`src/imh_pkg.sv`:
```
// ----------------------------------------------------------------------------
// imh_pkg: shared types and constants for the indexed max-heap
// Operation and status codes, datapath op codes and the status bundle that
// the datapath returns to the controller.
// ----------------------------------------------------------------------------
package imh_pkg;

    localparam int NUM_ENTRIES_DEF = 4096;
    localparam int PRI_BITS_DEF    = 16;

    localparam int ID_W    = 12;
    localparam int REQ_PRI_W = 16;
    localparam int KIND_W  = 2;
    localparam int STAT_W  = 2;
    localparam int FILL_W  = 13;
    localparam int TDATA_W = 32;

    localparam logic [KIND_W-1:0] KIND_INSERT = 2'd0;
    localparam logic [KIND_W-1:0] KIND_DELETE = 2'd1;
    localparam logic [KIND_W-1:0] KIND_CLEAR  = 2'd2;

    localparam logic [STAT_W-1:0] ST_DONE    = 2'd0;
    localparam logic [STAT_W-1:0] ST_IGNORED = 2'd1;
    localparam logic [STAT_W-1:0] ST_EMPTY   = 2'd2;

    typedef enum logic [4:0] {
        OP_NONE,
        OP_INIT,
        OP_IDLE,
        OP_INS_MAP,
        OP_INS_CHK,
        OP_DEL_TOP,
        OP_RM_START,
        OP_LOAD_LAST,
        OP_PUSH,
        OP_UP_RD,
        OP_UP_MOVE,
        OP_PLACE,
        OP_DN_RDL,
        OP_DN_L,
        OP_DN_R,
        OP_DN_MOVE,
        OP_CLR_STEP,
        OP_OUT
    } dp_op_t;

    typedef struct packed {
        logic              accept;
        logic [KIND_W-1:0] kind;
        logic              id_oob;
        logic              len_zero;
        logic              len_full;
        logic              init_last;
        logic              map_hit;
        logic              pri_higher;
        logic              slot_is_last;
        logic              slot_gt1;
        logic              parent_lower;
        logic              l_in;
        logic              r_in;
        logic              big_child;
        logic              clr_last;
        logic              out_free;
    } dp_stat_t;

endpackage

```
`src/imh_ctrl.sv`:
```
// ----------------------------------------------------------------------------
// imh_ctrl: sequencing state machine for the indexed max-heap
// Walks map lookup, removal, sift up and sift down, and the clear sweep.
// ----------------------------------------------------------------------------
module imh_ctrl import imh_pkg::*; (
    input  logic     aclk,
    input  logic     aresetn,
    input  dp_stat_t stat,
    output dp_op_t   op
);

    typedef enum logic [15:0] {
        S_INIT     = 16'b0000000000000001,
        S_IDLE     = 16'b0000000000000010,
        S_INS_MAP  = 16'b0000000000000100,
        S_INS_CHK  = 16'b0000000000001000,
        S_DEL_TOP  = 16'b0000000000010000,
        S_RM_START = 16'b0000000000100000,
        S_RM_LAST  = 16'b0000000001000000,
        S_INS_PUSH = 16'b0000000010000000,
        S_UP       = 16'b0000000100000000,
        S_UP_CMP   = 16'b0000001000000000,
        S_DN       = 16'b0000010000000000,
        S_DN_L     = 16'b0000100000000000,
        S_DN_R     = 16'b0001000000000000,
        S_DN_DEC   = 16'b0010000000000000,
        S_CLR      = 16'b0100000000000000,
        S_DONE     = 16'b1000000000000000
    } state_t;

    typedef enum logic [1:0] {
        MODE_PUSH,
        MODE_RM_INS,
        MODE_RM_DEL
    } mode_t;

    state_t state_reg, state_next;
    mode_t  mode_reg, mode_next;
    state_t after_rm;
    state_t after_up;

    assign after_rm = (mode_reg == MODE_RM_INS) ? S_INS_PUSH : S_DONE;
    assign after_up = (mode_reg == MODE_PUSH) ? S_DONE : S_DN;

    always_comb begin
        state_next = state_reg;
        mode_next  = mode_reg;
        op         = OP_NONE;
        case (state_reg)
            S_INIT: begin
                op = OP_INIT;
                if (stat.init_last) begin
                    state_next = S_IDLE;
                end
            end
            S_IDLE: begin
                op = OP_IDLE;
                if (stat.accept) begin
                    case (stat.kind)
                        KIND_INSERT: begin
                            state_next = stat.id_oob ? S_DONE : S_INS_MAP;
                        end
                        KIND_DELETE: state_next = stat.len_zero ? S_DONE : S_DEL_TOP;
                        KIND_CLEAR:  state_next = stat.len_zero ? S_DONE : S_CLR;
                        default:     state_next = S_DONE;
                    endcase
                end
            end
            S_INS_MAP: begin
                op         = OP_INS_MAP;
                mode_next  = MODE_RM_INS;
                state_next = stat.map_hit ? S_INS_CHK : S_INS_PUSH;
            end
            S_INS_CHK: begin
                op         = OP_INS_CHK;
                state_next = stat.pri_higher ? S_DONE : S_RM_START;
            end
            S_DEL_TOP: begin
                op         = OP_DEL_TOP;
                mode_next  = MODE_RM_DEL;
                state_next = S_RM_START;
            end
            S_RM_START: begin
                op         = OP_RM_START;
                state_next = stat.slot_is_last ? after_rm : S_RM_LAST;
            end
            S_RM_LAST: begin
                op         = OP_LOAD_LAST;
                state_next = S_UP;
            end
            S_INS_PUSH: begin
                if (stat.len_full) begin
                    state_next = S_DONE;
                end else begin
                    op         = OP_PUSH;
                    mode_next  = MODE_PUSH;
                    state_next = S_UP;
                end
            end
            S_UP: begin
                if (stat.slot_gt1) begin
                    op         = OP_UP_RD;
                    state_next = S_UP_CMP;
                end else begin
                    op         = OP_PLACE;
                    state_next = after_up;
                end
            end
            S_UP_CMP: begin
                if (stat.parent_lower) begin
                    op         = OP_UP_MOVE;
                    state_next = S_UP;
                end else begin
                    op         = OP_PLACE;
                    state_next = after_up;
                end
            end
            S_DN: begin
                if (stat.l_in) begin
                    op         = OP_DN_RDL;
                    state_next = S_DN_L;
                end else begin
                    op         = OP_PLACE;
                    state_next = after_rm;
                end
            end
            S_DN_L: begin
                op         = OP_DN_L;
                state_next = stat.r_in ? S_DN_R : S_DN_DEC;
            end
            S_DN_R: begin
                op         = OP_DN_R;
                state_next = S_DN_DEC;
            end
            S_DN_DEC: begin
                if (stat.big_child) begin
                    op         = OP_DN_MOVE;
                    state_next = S_DN;
                end else begin
                    op         = OP_PLACE;
                    state_next = after_rm;
                end
            end
            S_CLR: begin
                op = OP_CLR_STEP;
                if (stat.clr_last) begin
                    state_next = S_DONE;
                end
            end
            S_DONE: begin
                op = OP_OUT;
                if (stat.out_free) begin
                    state_next = S_IDLE;
                end
            end
            default: state_next = S_IDLE;
        endcase
    end

    always_ff @(posedge aclk) begin
        if (!aresetn) begin
            state_reg <= S_INIT;
            mode_reg  <= MODE_PUSH;
        end else begin
            state_reg <= state_next;
            mode_reg  <= mode_next;
        end
    end

endmodule

```
`config.mk`:
```
export PLATFORM = sky130hd
export DESIGN_NAME = imh_ctrl
export DESIGN_NICKNAME = d
export VERILOG_FILES = /design/src/imh_pkg.sv /design/src/imh_ctrl.sv
export SDC_FILE = /design/constraint.sdc
export NUM_CORES = 1
export LEC_CHECK = 0
export ABC_AREA = 1
export BUFFER_PORTS_ARGS = -buffer_cell sky130_fd_sc_hd__buf_4
export CELL_PAD_IN_SITES_DETAIL_PLACEMENT = 1
export CELL_PAD_IN_SITES_GLOBAL_PLACEMENT = 1
export CORE_UTILIZATION = 38
export CTS_CLUSTER_SIZE = 25
export DETAILED_ROUTE_END_ITERATION = 10
export GPL_TIMING_DRIVEN = 0
export PLACE_DENSITY = 0.88
export SKIP_LAST_GASP = 1
export SLEW_MARGIN = 15
export SYNTH_ARGS = -nofsm -noshare
export SYNTH_HDL_FRONTEND = slang
export SYNTH_SLANG_ARGS = --single-unit
```
`constraint.sdc`:
```
create_clock -name aclk -period 1.84 [get_ports aclk]
set_input_delay 0.092 -clock aclk [delete_from_list [all_inputs] [get_ports aclk]]
set_output_delay 0.092 -clock aclk [all_outputs]
set_load 0.02 [all_outputs]
```
==> flow_summary.json <==
{
  "outcome": "finished, violations left",
  "violations": "negative setup slack",
  "cp_num_buf_inv": 4,
  "slew_headroom": 0.611,
  "globalRouteOverflowTotal": 0,
  "netSwitchingFraction": 0.327,
  "crit_path_end_kind": "output pin",
  "worst_path_max_delay_cell": "dfxtp_2",
  "tns_ns": -0.573,
  "port_buffers": 23,
  "ys_types": 29,
  "grt_max_degree": 11,
  "whs_ns": 0.0387,
  "num_antenna_cells": 0,
  "viasPerCell": 5.48,
  "route.detailed.drc": 0,
  "power_leakage_nw": 1.12,
  "worstSetupPathDepth": 10,
  "rows": 21,
  "p_comb_frac": 0.302,
  "clk-insertion-delay-late_ns": 0.32,
  "clock.fmax_ghz": 0.504,
  "initial_core_util": 0.404,
  "dieArea_um2": 3870,
  "layout_commonest_cell": "buf_4",
  "crit_chain": "nor2_4, nand2_4, nor2_8, buf_8, buf_4, nand2_4, inv_6, nor4_4, o21ai_1, buf_4",
  "power_frac_seq": 0.451,
  "cts_tree": "yes",
  "report.final.slew_viol_count": 0,
  "dp_cells": 294,
  "grt_antenna_before_repair": 0,
  "cp_data_required_time_ns": 1.75,
  "ant_nets": 0,
  "rr_startpoint": "state_reg[8]$_SDFFE_PN0P_",
  "synth_top_family_by_area": "simple AND/OR/NAND/NOR gates",
  "h-tree-depth": 1,
  "syn_avg_cell_area_um2": 6.13,
  "first_pass_iters": 4,
  "path_class": "flip-flop to output pin",
  "switchingPower_uw": 293,
  "largest_reg_flops": 16,
  "gp_congestion": 0.840,
  "grtUsageTotal": 0.272,
  "critPathLaunchType": "flip-flop",
  "r2r_end": "state_reg[4]$_SDFFE_PN0P_",
  "fin_cells": 336,
  "final_cell_mix": "58 x buf_4, 46 x nor2_1, 29 x nand2_1",
  "vdd_drop_max_uv": 269,
  "synth_nets": 244,
  "yosysWarnings": 0,
  "pre_cts_slack_ns": 0.147,
  "hold_viol": 0,
  "worstMarginPinSlew_ns": 0.583,
  "fin_crit_sh": 1.08,
  "timing.final.ws_setup_ns": -0.145,
  "wl_per_cell_um": 19.8,
  "synthFlopType": "dfxtp_1",
  "cts.path.max_buffers": 2,
  "drive_gt1_frac": 0.459,
  "cts.sinks": 18,
  "p_clk_frac": 0.247,
  "cp_data_arrival_time_ns": 1.89,
  "synth_edf_count": 0,
  "rsz0062_at_grt": "yes",
  "synth-adder-area-share": 0,
  "cp_max_fo": 7,
  "max_cap_violations": 0,
  "async_flop_share": 0,
  "core_area_um2": 3420,
  "dp_hpwl_um": 3200,
  "ios": 24,
  "muxShareOfSynthArea": 0,
  "critPathMaxStageDelay_ns": 0.37,
  "yosys.area_share.simple": 0.564,
  "power_density_nw_per_um2": 427,
  "area_delta_synth_final_pct": 51.9,
  "reg2reg_depth": 13,
  "cts_buffers": 3,
  "crit_family": "simple AND/OR/NAND/NOR gates",
  "internal_power_uw": 602,
  "period_needed_ns": 1.98,
  "fin_skew_ns": 0.00383,
  "dieWidth_um": 62.2,
  "drt_wl_total_um": 6650,
  "yosysSeqAreaShare": 0.261,
  "clk_pin_slew_ns": 0.11,
  "vias": 1840,
  "synth-xor-area-share": 0,
  "grt_pass1_vias": 1868,
  "synthCells": 225,
  "grt_pass1_wl_um": 8310,
  "endpoint": "op[3]",
  "syn_area_um2": 1380,
  "r2r_slack_ns": -0.04,
  "synth_compound_area_frac": 0.0708,
  "drt-initial-drc-count": 143,
  "cts_root_buf": "clkbuf_4",
  "final_nets": 311,
  "cp-startpoint": "state_reg[4]$_SDFFE_PN0P_",
  "setup_violations": 7,
  "synth_seq_cells": 18,
  "hold_class": "primary input to flip-flop",
  "die-height_um": 62.2
}
==> power by group through the flow <==
stage	Sequential (mW)	Clock [mW]	Combinational [mW]
global route	0.404	0.234	0.288
CTS	0.403	0.224	0.234
floorplan	0.410	0	0.106
global placement	0.411	0	0.169
detailed placement	0.412	0	0.173
finish	0.404	0.221	0.270
==> per-layer routing <==
layer,vias to the layer above,part of all wire,track usage
met3,39,0.061,0.0662
met5,-,0,0
met2,84,0.52,0.526
met1,878,0.36,0.269
met4,0,0.057,0.122
li1,839,-,-
==> layout make-up <==
cell class / instances / area [um^2]
Buffer: 3 / 30.0
Clock buffer: 3 / 22.5
Fill cell: 461 / 1320
Inverter: 30 / 118
Multi-Input combinational cell: 174 / 1010
Sequential cell: 18 / 380
Tap cell: 46 / 57.6
Timing Repair Buffer: 62 / 478
==> cell usage after synthesis, types with 3 or more instances <==
cell	number	area, um^2
nor2_1	49	184
nand2_1	39	146
nand3_1	28	140
inv_1	25	93.8
dfxtp_1	18	360
nand2_2	10	62.6
nor2_2	9	56.3
a21oi_1	6	30.0
inv_2	5	18.8
nor3_1	5	25.0
nor2_4	4	45.0
o21ai_0	4	20.0
nand3b_1	3	22.5
or2_1	3	18.8
==> metrics by stage <==
| step | area, um^2 | utilization | total power, mW |
|---|---|---|---|
| final | 2090 | 0.613 | 0.895 |
| after global routing | 2090 | 0.613 | 0.927 |
| after CTS | 1950 | 0.571 | 0.861 |
| after floorplan | 1380 | - | 0.516 |
| after detailed placement | 1610 | 0.471 | 0.585 |
| after global placement | 1610 | 0.471 | 0.580 |
==> worst min-delay path, delay by kind of cell <==
| family | cells | cell delay [ns] |
|---|---|---|
| AND/OR/NAND/NOR | 2 | 0.16 |
| buffers and inverters | 1 | 0.07 |
==> how the worst min path moves through the flow <==
stage                                            to     start  cells past startpoint
final                     state_reg[0]$_SDFFE_PN1P_  stat[10]                      3
after global routing      state_reg[5]$_SDFFE_PN0P_   stat[8]                      3
after CTS                 state_reg[9]$_SDFFE_PN0P_   stat[6]                      3
after detailed placement  state_reg[6]$_SDFFE_PN0P_   stat[7]                      2
after global placement    state_reg[6]$_SDFFE_PN0P_   stat[7]                      2
after floorplan           state_reg[0]$_SDFFE_PN1P_   aresetn                      1
==> cell families after synthesis <==
family / after synthesis
AO/OA/AOI/OAI: 16
buffers and inverters: 33
flip-flops: 18
AND/OR/NAND/NOR: 158
==> repair_timing <==
item                       4_1_cts  5_1_grt
setup endpoints to repair        4        7
setup buffers                   27       10
hold endpoints to repair         2        0
resized for setup               32       21
pin swaps                       14       15
hold buffers                     2        0
Note: power is estimated with default switching activity, not from simulation.
